[config.mk]
export PLATFORM = sky130hd
export DESIGN_NAME = ppm_sum_decoder
export DESIGN_NICKNAME = d
export VERILOG_FILES = /design/src/hdl/ppmd_pkg.sv /design/src/hdl/ppm_sum_decoder.sv /design/src/hdl/ppmd_frame.sv
export SDC_FILE = /design/constraint.sdc
export NUM_CORES = 1
export LEC_CHECK = 0
export ABC_CLOCK_PERIOD_IN_PS = 20300
export BUFFER_PORTS_ARGS = -buffer_cell sky130_fd_sc_hd__buf_4
export CAP_MARGIN = 20
export CORE_ASPECT_RATIO = 0.6
export CORE_MARGIN = 1
export CORE_UTILIZATION = 60
export DETAILED_ROUTE_END_ITERATION = 16
export PLACE_DENSITY_LB_ADDON = 0.25
export SLEW_MARGIN = 20
export SYNTH_ARGS = -nofsm -noshare
export SYNTH_HDL_FRONTEND = slang
export SYNTH_SLANG_ARGS = --single-unit
[constraint.sdc]
create_clock -name clk -period 20.3 [get_ports clk]
set_input_delay 4.06 -clock clk [delete_from_list [all_inputs] [get_ports clk]]
set_output_delay 4.06 -clock clk [all_outputs]
set_load 0.02 [all_outputs]
[src/hdl/ppmd_pkg.sv]
// Shared types and constants for the PPM sum-signal decoder.
// No dependencies; imported by ppmd_frame and ppm_sum_decoder.
`default_nettype none

package ppmd_pkg;

  localparam int DEFAULT_NUM_CHANNELS = 8;
  localparam int DEFAULT_STAMP_WIDTH  = 32;

  localparam int TICK_W    = 32;
  localparam int CFG_IDX_W = 2;
  localparam int CHAN_W    = 4;
  localparam int SIDX_W    = 3;

  // configuration register indexes
  localparam logic [CFG_IDX_W-1:0] CFG_SYNC_MIN = 2'd0;
  localparam logic [CFG_IDX_W-1:0] CFG_SYNC_MAX = 2'd1;
  localparam logic [CFG_IDX_W-1:0] CFG_DATA_MIN = 2'd2;
  localparam logic [CFG_IDX_W-1:0] CFG_DATA_MAX = 2'd3;

  localparam logic [TICK_W-1:0] SYNC_MIN_RESET = 32'd3000;
  localparam logic [TICK_W-1:0] SYNC_MAX_RESET = 32'd30000;
  localparam logic [TICK_W-1:0] DATA_MIN_RESET = 32'd800;
  localparam logic [TICK_W-1:0] DATA_MAX_RESET = 32'd2200;

  // pulse store reset: mid-stick everywhere, throttle channel (index 2) low
  localparam logic [TICK_W-1:0] PULSE_RESET          = 32'd1500;
  localparam logic [TICK_W-1:0] PULSE_RESET_THROTTLE = 32'd1000;
  localparam int                THROTTLE_INDEX       = 2;

  localparam logic OP_CAPTURE = 1'b0;
  localparam logic OP_READ    = 1'b1;

  typedef struct packed {
    logic [TICK_W-1:0] sync_min;
    logic [TICK_W-1:0] sync_max;
    logic [TICK_W-1:0] data_min;
    logic [TICK_W-1:0] data_max;
  } cfg_t;

  typedef struct packed {
    logic              frame_valid;
    logic              channel_stored;
    logic [SIDX_W-1:0] stored_index;
    logic [TICK_W-1:0] stored_length;
    logic [TICK_W-1:0] read_value;
    logic              read_error;
  } result_t;

endpackage

`default_nettype wire

[src/hdl/ppm_sum_decoder.sv]
// PPM sum-signal decoder top level: config registers, input and result
// registers, and the frame tracker. Depends on ppmd_pkg and ppmd_frame.
//
// Usage:
//   Input channel (in_valid/in_stall) carries either a capture transaction
//   (op = 0, timer stamp of a falling edge) or a read transaction (op = 1,
//   channel number 1..NUM_CHANNELS). Every transaction yields exactly one
//   result on the output channel (out_valid/out_stall), in order.
//   A transaction passes two register stages, the input register and then
//   the result register. Throughput is one transaction per cycle while the
//   receiver does not stall; the only serial dependency is the frame phase,
//   valid flag, last stamp and pulse store, which update from the input register.
//   When the receiver stalls, the result register holds; the input register
//   still takes one more transaction, then in_stall rises until the result
//   is taken.
//   Configuration (cfg_write/cfg_index/cfg_data) takes effect at once; the user
//   must have it written only while the block is idle, as the block does not enforce it.
//   Reset (rst, synchronous): windows to defaults, hunting for sync, valid
//   flag clear, pulse store at 1500 ticks (channel 3 at 1000), pipeline empty.
`default_nettype none

module ppm_sum_decoder #(
  parameter int NUM_CHANNELS = ppmd_pkg::DEFAULT_NUM_CHANNELS,
  parameter int STAMP_WIDTH  = ppmd_pkg::DEFAULT_STAMP_WIDTH
) (
  input  wire logic                           clk,
  input  wire logic                           rst,
  // configuration
  input  wire logic                           cfg_write,
  input  wire logic [ppmd_pkg::CFG_IDX_W-1:0] cfg_index,
  input  wire logic [ppmd_pkg::TICK_W-1:0]    cfg_data,
  // input channel
  input  wire logic                           in_valid,
  output logic                                in_stall,
  input  wire logic                           op,
  input  wire logic [ppmd_pkg::TICK_W-1:0]    capture_stamp,
  input  wire logic [ppmd_pkg::CHAN_W-1:0]    read_channel,
  // output channel
  output logic                                out_valid,
  input  wire logic                           out_stall,
  output logic                                frame_valid,
  output logic                                channel_stored,
  output logic [ppmd_pkg::SIDX_W-1:0]         stored_index,
  output logic [ppmd_pkg::TICK_W-1:0]         stored_length,
  output logic [ppmd_pkg::TICK_W-1:0]         read_value,
  output logic                                read_error
);
  import ppmd_pkg::*;

  cfg_t                   cfg;
  logic                   s1_valid;
  logic                   s1_op;
  logic [STAMP_WIDTH-1:0] s1_stamp;
  logic [CHAN_W-1:0]      s1_chan;
  logic                   advance, in_accept, item_fire;
  result_t                result;
  result_t                out_res;

  assign advance   = !out_valid || !out_stall;
  assign in_stall  = s1_valid && !advance;
  assign in_accept = in_valid && !in_stall;
  assign item_fire = s1_valid && advance;

  always_ff @(posedge clk) begin
    if (rst) begin
      cfg.sync_min <= SYNC_MIN_RESET;
      cfg.sync_max <= SYNC_MAX_RESET;
      cfg.data_min <= DATA_MIN_RESET;
      cfg.data_max <= DATA_MAX_RESET;
    end else if (cfg_write) begin
      unique case (cfg_index)
        CFG_SYNC_MIN: cfg.sync_min <= cfg_data;
        CFG_SYNC_MAX: cfg.sync_max <= cfg_data;
        CFG_DATA_MIN: cfg.data_min <= cfg_data;
        CFG_DATA_MAX: cfg.data_max <= cfg_data;
        default: ;
      endcase
    end
  end

  // input register
  always_ff @(posedge clk) begin
    if (rst) begin
      s1_valid <= 1'b0;
    end else if (in_accept) begin
      s1_valid <= 1'b1;
    end else if (advance) begin
      s1_valid <= 1'b0;
    end
    if (in_accept) begin
      s1_op    <= op;
      s1_stamp <= capture_stamp[STAMP_WIDTH-1:0];
      s1_chan  <= read_channel;
    end
  end

  ppmd_frame #(
    .NUM_CHANNELS (NUM_CHANNELS),
    .STAMP_WIDTH  (STAMP_WIDTH)
  ) u_frame (
    .clk       (clk),
    .rst       (rst),
    .cfg       (cfg),
    .item_fire (item_fire),
    .op        (s1_op),
    .stamp     (s1_stamp),
    .chan      (s1_chan),
    .result    (result)
  );

  // result register
  always_ff @(posedge clk) begin
    if (rst) begin
      out_valid <= 1'b0;
    end else if (advance) begin
      out_valid <= s1_valid;
    end
    if (item_fire) begin
      out_res <= result;
    end
  end

  assign frame_valid    = out_res.frame_valid;
  assign channel_stored = out_res.channel_stored;
  assign stored_index   = out_res.stored_index;
  assign stored_length  = out_res.stored_length;
  assign read_value     = out_res.read_value;
  assign read_error     = out_res.read_error;

  a_store_or_read: assert property (@(posedge clk) disable iff (rst)
    out_valid |-> !(channel_stored && read_error))
    else $error("result flags both a stored pulse and a read error");

  a_error_zero: assert property (@(posedge clk) disable iff (rst)
    out_valid && read_error |-> read_value == '0)
    else $error("read error with nonzero read value");

  a_fire_fills_out: assert property (@(posedge clk) disable iff (rst)
    item_fire |=> out_valid)
    else $error("processed transaction lost before result register");

endmodule

`default_nettype wire

[src/hdl/ppmd_frame.sv]
// Frame tracker: interval math, sync/data window checks, phase and valid flag,
// pulse store and read-out. Depends on ppmd_pkg.
`default_nettype none

module ppmd_frame #(
  parameter int NUM_CHANNELS = ppmd_pkg::DEFAULT_NUM_CHANNELS,
  parameter int STAMP_WIDTH  = ppmd_pkg::DEFAULT_STAMP_WIDTH
) (
  input  wire logic                        clk,
  input  wire logic                        rst,
  input  wire ppmd_pkg::cfg_t              cfg,
  input  wire logic                        item_fire,
  input  wire logic                        op,
  input  wire logic [STAMP_WIDTH-1:0]      stamp,
  input  wire logic [ppmd_pkg::CHAN_W-1:0] chan,
  output ppmd_pkg::result_t                result
);
  import ppmd_pkg::*;

  localparam int PHASE_W = $clog2(NUM_CHANNELS + 1);
  localparam int IDX_W   = (NUM_CHANNELS > 1) ? $clog2(NUM_CHANNELS) : 1;
  localparam logic [PHASE_W-1:0] PHASE_HUNT = PHASE_W'(NUM_CHANNELS);

  logic [PHASE_W-1:0]     phase, phase_next;
  logic [STAMP_WIDTH-1:0] last_stamp;
  logic [TICK_W-1:0]      pulse_store [NUM_CHANNELS];
  logic                   valid_flag, valid_flag_next;

  logic [STAMP_WIDTH-1:0] len;
  logic [TICK_W-1:0]      len_ticks;
  logic                   capture, hunting, sync_ok, data_ok, store_en;
  logic [PHASE_W-1:0]     phase_inc;
  logic [CHAN_W-1:0]      phase_ext;
  logic [CHAN_W-1:0]      chan_m1;
  logic [IDX_W-1:0]       rd_idx;
  logic                   rd_ok;

  // wraps modulo 2^STAMP_WIDTH by construction
  assign len       = stamp - last_stamp;
  assign len_ticks = TICK_W'(len);
  assign capture   = (op == OP_CAPTURE);
  assign hunting   = (phase >= PHASE_HUNT);
  assign sync_ok   = (len_ticks > cfg.sync_min) && (len_ticks < cfg.sync_max);
  assign data_ok   = (len_ticks > cfg.data_min) && (len_ticks < cfg.data_max);
  assign store_en  = capture && !hunting && data_ok;
  assign phase_inc = phase + PHASE_W'(1);
  assign phase_ext = CHAN_W'(phase);

  assign chan_m1 = chan - CHAN_W'(1);
  assign rd_idx  = chan_m1[IDX_W-1:0];
  assign rd_ok   = (chan >= CHAN_W'(1)) && (chan <= CHAN_W'(NUM_CHANNELS));

  always_comb begin
    phase_next      = phase;
    valid_flag_next = valid_flag;
    if (capture) begin
      if (hunting) begin
        if (sync_ok) begin
          phase_next = '0;
        end else begin
          phase_next      = PHASE_HUNT;
          valid_flag_next = 1'b0;
        end
      end else if (data_ok) begin
        phase_next = phase_inc;
        if (phase_inc == PHASE_HUNT) begin
          valid_flag_next = 1'b1;
        end
      end else begin
        phase_next      = PHASE_HUNT;
        valid_flag_next = 1'b0;
      end
    end
  end

  always_comb begin
    result                = '0;
    result.frame_valid    = valid_flag_next;
    result.channel_stored = store_en;
    if (store_en) begin
      result.stored_index  = phase_ext[SIDX_W-1:0];
      result.stored_length = len_ticks;
    end
    if (!capture) begin
      if (rd_ok) begin
        result.read_value = pulse_store[rd_idx];
      end else begin
        result.read_error = 1'b1;
      end
    end
  end

  always_ff @(posedge clk) begin
    if (rst) begin
      phase      <= PHASE_HUNT;
      last_stamp <= '0;
      valid_flag <= 1'b0;
      for (int i = 0; i < NUM_CHANNELS; i++) begin
        pulse_store[i] <= (NUM_CHANNELS > THROTTLE_INDEX && i == THROTTLE_INDEX) ?
                          PULSE_RESET_THROTTLE : PULSE_RESET;
      end
    end else if (item_fire) begin
      phase      <= phase_next;
      valid_flag <= valid_flag_next;
      if (capture) begin
        last_stamp <= stamp;
      end
      if (store_en) begin
        pulse_store[phase[IDX_W-1:0]] <= len_ticks;
      end
    end
  end

  a_phase_range: assert property (@(posedge clk) disable iff (rst)
    phase <= PHASE_HUNT)
    else $error("frame phase beyond channel count");

  a_last_store_sets_valid: assert property (@(posedge clk) disable iff (rst)
    item_fire && store_en && (phase_inc == PHASE_HUNT) |=> valid_flag && hunting)
    else $error("last channel stored but frame not flagged valid");

  a_read_holds_state: assert property (@(posedge clk) disable iff (rst)
    item_fire && !capture |=> $stable(phase) && $stable(valid_flag) && $stable(last_stamp))
    else $error("read transaction changed frame state");

endmodule

`default_nettype wire

# Word-level counts from Yosys, hierarchy flattened

Memory sizes are Yosys's and may differ from the RTL's. A register that Yosys moved wholly into a read port is not among the register bits.
Cells that the tools add are included.

Output and inout port bits: 72
Word-level logic and storage cells: 77
Bits in registers: 242
Memories: 1
RAM bits: 256

Memory list:

| memory              | depth | bits a word | rd ports | clocked after Yosys merged registers in | write ports | RTL line         | source |
|---|---|---|---|---|---|---|---|
| u_frame.pulse_store | 8     | 32          | 1        | 1                                       | 8           | ppmd_frame.sv:26 | `logic [TICK_W-1:0] pulse_store [NUM_CHANNELS];` |

Bitwise operators: 1
Reduce and logical (&&, ||, !) cells: 24
Equal/unequal tests: 4
$lt $le $gt $ge: 7
$add $sub $neg: 3
Multiplexer cells: 20

Operators with widths:

| cell                  | number |
|---|---|
| $gt A32 B32 Y1        | 2 |
| $lt A32 B32 Y1        | 2 |
| $mux W32              | 1 |
| $reduce_or A32 Y1     | 1 |
| $sub A32 B32 Y32      | 1 |
| $mux W1               | 15 |
| $mux W4               | 3 |
| $reduce_and A2 Y1     | 6 |
| $logic_and A1 B1 Y1   | 8 |
| $logic_not A1 Y1      | 6 |
| $add A4 B1 Y4 const B | 1 |
| $eq A2 B2 Y1 const B  | 2 |
| $eq A4 B4 Y1 const B  | 1 |
| $ge A4 B1 Y1 const B  | 1 |
| $ge A4 B4 Y1 const B  | 1 |
| $le A4 B4 Y1 const B  | 1 |
| $mux W3               | 1 |
| $sub A3 B1 Y3 const B | 1 |
| $eq A2 B1 Y1 const B  | 1 |
| $logic_not A2 Y1      | 1 |
| $reduce_bool A2 Y1    | 1 |
| $logic_or A1 B1 Y1    | 1 |
| $not A1 Y1            | 1 |

# Logic depth before layout (Yosys ltp)

Depth after elaboration: 10
Gate-level depth with buffers: 24

# By module

Synthesis repeated with hierarchy kept, for this count alone.

Cells, all modules: 2340
Area total of the unflattened synthesis: 26310.2 µm²

By module, submodules not included:

| module          | area an instance (µm²) | times used | cells each | seq. area each (µm²) |
|---|---|---|---|---|
| ppmd_frame      | 17942.2                | 1          | 1753       | 8428.1 |
| ppm_sum_decoder | 8368.0                 | 1          | 587        | 5815.6 |

# Worst setup path after synthesis

OpenSTA, ideal clock, no wires.

Kind: input-to-reg
Start point: input port out_stall
End point: memory u_frame.pulse_store[2][0], enable pin
Data arrival time: 9.320 ns
Cell stages on the path: 5
Path buffers: 0
Slack: 10.586 ns
Library setup time: 0.394 ns
Path through: a21boi_1 nand2b_1 nor2_1 nand4_2 nand2b_1

RTL lines:

| what        | RTL line              | source |
|---|---|---|
| from (decl) | ppm_sum_decoder.sv:40 | `input wire logic out_stall,` |
| to (decl)   | ppmd_frame.sv:26      |  |

# Final worst setup path

Start point: input port out_stall
End point: output port in_stall

Word-level cells in the longest chain between the ends: 4

Ends and longest elaborated chain:

| what                | RTL line              | source |
|---|---|---|
| $logic_not A1 Y1    | ppm_sum_decoder.sv:59 | `assign advance = !out_valid \|\| !out_stall;` |
| $logic_or A1 B1 Y1  | ppm_sum_decoder.sv:59 |  |
| $logic_not A1 Y1    | ppm_sum_decoder.sv:60 | `assign in_stall = s1_valid && !advance;` |
| $logic_and A1 B1 Y1 | ppm_sum_decoder.sv:60 |  |
| to (decl)           | ppm_sum_decoder.sv:34 | `output logic in_stall,` |

Every way passes these cells.

==> impl_metrics.yaml <==
clocking:
  cts.repair.resized: 0
  clock_path_buffers: 3
  clockRootBuffer: "clkbuf_16"
  cts_tree: "built"
  cts.sinks: 530
  clock_latency_ns: 0.59
  post-cts-setup-buffers: 0
  htreeDepth: 2
  cts_hold_buf: 0
  cts_inserted_buffers: 48
  clk_pin_slew_ns: 0.06
timing:
  slew_violations: 0
  fin_hold_ws_ns: 0.453
  clock.fmax_mhz: 116
  rsz0062_at_grt: "false"
  period_minus_slack_ns: 8.64
  skew_ns: 0.0233
  tightest_slew_ns: 1.06
  hold_violations: 0
  slew_headroom_pct: 29.4
  finalSetupTns_ns: 0
  finalCritPeriodShare_pct: 42.6
  setup_viol: 0
cells_and_area:
  syn_to_final_growth_pct: 12.7
  drive_above_1_share_pct: 15.9
  layout_commonest_cell: "nand2_1"
  fin_nets: 2755
  final_cell_mix: "nand2_1, edfxtp_1, a21oi_1"
route:
  post_drt_wl_per_cell_um: 22.7
  wirelength_um: 70900
  drcViolationCount: 0
  via_count: 19243
  drt_iter0_drc: 2518
  vias_per_cell: 6.15
  ant_nets: 0
  firstDrtPassIters: 6
die:
  die_h_um: 163
  design.core.area_um2: 42200
  row_count: 58
  io-pin-count: 148
  start_util_pct: 61.4
  die-area_um2: 44100
  die_w_um: 270
run:
  drv_cap: 0
critical_path:
  crit_type: "in -> out"
  cp_data_arrival_time_ns: 4.58
  cp-end-kind: "primary output"
  critPathRequiredTime_ns: 16.24
  critPathMaxFanout: 3
  cp_slowest_cell: "and3_1"
  worstPathCellList: "buf_4 -> and3_1 -> buf_4"
  critPathMaxStageDelay_ns: 0.22
  startpoint_type: "input port"
  cp_common_cell: "buf_4"
grt:
  gr-total-overflow: 0
  antenna_found_initial: 1
  grt_max_degree: 91
  grt_pass1_wl_um: 108000
  grt_usage_pct: 32.2
  first_global_vias: 18557
synthesis:
  synth_top_cell_by_area: "edfxtp_1"
  yosys_warnings: 0
  synth_seq_cells: 530
  avgSynthCellArea_um2: 10.8
  synth.distinct_cells: 78
  synth_edf_count: 363
  yosys_most_used_dff: "edfxtp_1"
  synth_cells: 2408
  yosysTopAreaCellShare_pct: 42.1
  synth.area.top_cells: "edfxtp_1, dfxtp_1, ha_1"
  ys_seq_area_share_pct: 55.0
  synth_async_sr_flop_share_pct: 0
  synth_nets: 2646
  synth_area_um2: 25900
placed_design:
  gp_congestion: 0.924
  placement.io_buffers: 147
  hpwl_um: 46900
pwr:
  p_per_area_nw_per_um2: 89.4
  vdd_drop_max_mv: 0.0722
  leakage_nw: 10.8
worst_hold_path:
  hold_path.class: "reg -> reg"
run_status:
  status: "complete, no violations"
-- metal layers --
| layer | up-vias | share of wire (%) | global-route usage (%) |
|---|---|---|---|
| li1 | 8674 | - | - |
| met1 | 9223 | 41 | 46.4 |
| met2 | 1213 | 43 | 48.0 |
| met3 | 133 | 13 | 8.73 |
| met4 | 0 | 2.8 | 9.71 |
| met5 | - | 0 | 0 |
-- registers in the layout (all words and copies together), names as in the netlist --
name and flops:
s1_op 1, s1_stamp 32, u_frame.valid_flag 1, read_error 1
frame_valid 1, u_frame.phase 4, stored_length 32, u_frame.pulse_store 256
read_value 32, cfg 128, channel_stored 1, stored_index 3
s1_valid 1, out_valid 1, u_frame.last_stamp 32, s1_chan 4
-- critical path: cells and delay by family --
kind / cells / cell delay (ns)
buf+inv: 2 / 0.30
simple gates: 1 / 0.22
-- layout make-up --
cell class | instances | area [um^2]
Sequential cell | 530 | 14200
Fill cell | 3036 | 13000
Multi-Input combinational cell | 1544 | 10400
Timing Repair Buffer | 190 | 1440
Clock buffer | 64 | 1390
Inverter | 203 | 762
Tap cell | 570 | 713
Clock inverter | 26 | 280
Antenna cell | 1 | 2.50
-- final timing paths --
kind | from | end | slack (ns) | cells past startpoint
worst max-delay path | out_stall | in_stall | 11.66 | 3
worst max register to register | s1_stamp[12] | u_frame.pulse_store[2][12] | 12.12 | 17
worst min register to register | cfg[67] | cfg[67] | 0.45 | 2
worst min-delay path | cfg[67] | cfg[67] | 0.45 | 2
-- metrics by stage --
stage               std cells  worst slack [ns]  area [um^2]  utilization, %  power [mW]
global route             3127             11.64        29200            69.2        2.69
global placement         3036             11.65        27500            65.1        1.63
floorplan                2408             10.59        25900               -        1.49
CTS                      3127             11.66        29200            69.1        2.60
detailed placement       3037             11.66        27500            65.2        1.65
finish                   3128             11.66        29200            69.2        2.61
-- cells in the mapped netlist, drive strengths merged (16+ instances only) --
cell type  instances
nand2            423
edfxtp           363
a21oi            243
inv              203
nor2             202
dfxtp            167
ha               161
nor3             100
clkbuf            81
mux4              64
buf               50
o21ai             42
a21o              36
nand3             35
nand4             28
nand2b            25
a211o             16
o21a              16
-- cell families after synthesis --
kind of cell	count (synthesis)	synth area share, %
muxes	67	5.68
and+or+nand+nor	882	15.6
AOI/OAI and AO/OA	405	9.42
xor gates and xnor gates	28	1.19
DFF	530	55.0
adders and majority gates	162	7.85
buffers and inverters	334	5.31
-- power by group --
| group | leakage, nW | total, mW | switching (mW) | internal, mW |
|---|---|---|---|---|
| registers | 4.84 | 1.21 | 0.0171 | 1.19 |
| clock network | 0.812 | 0.966 | 0.417 | 0.548 |
| logic | 5.16 | 0.437 | 0.288 | 0.149 |
(Power assumes the default switching activity.)
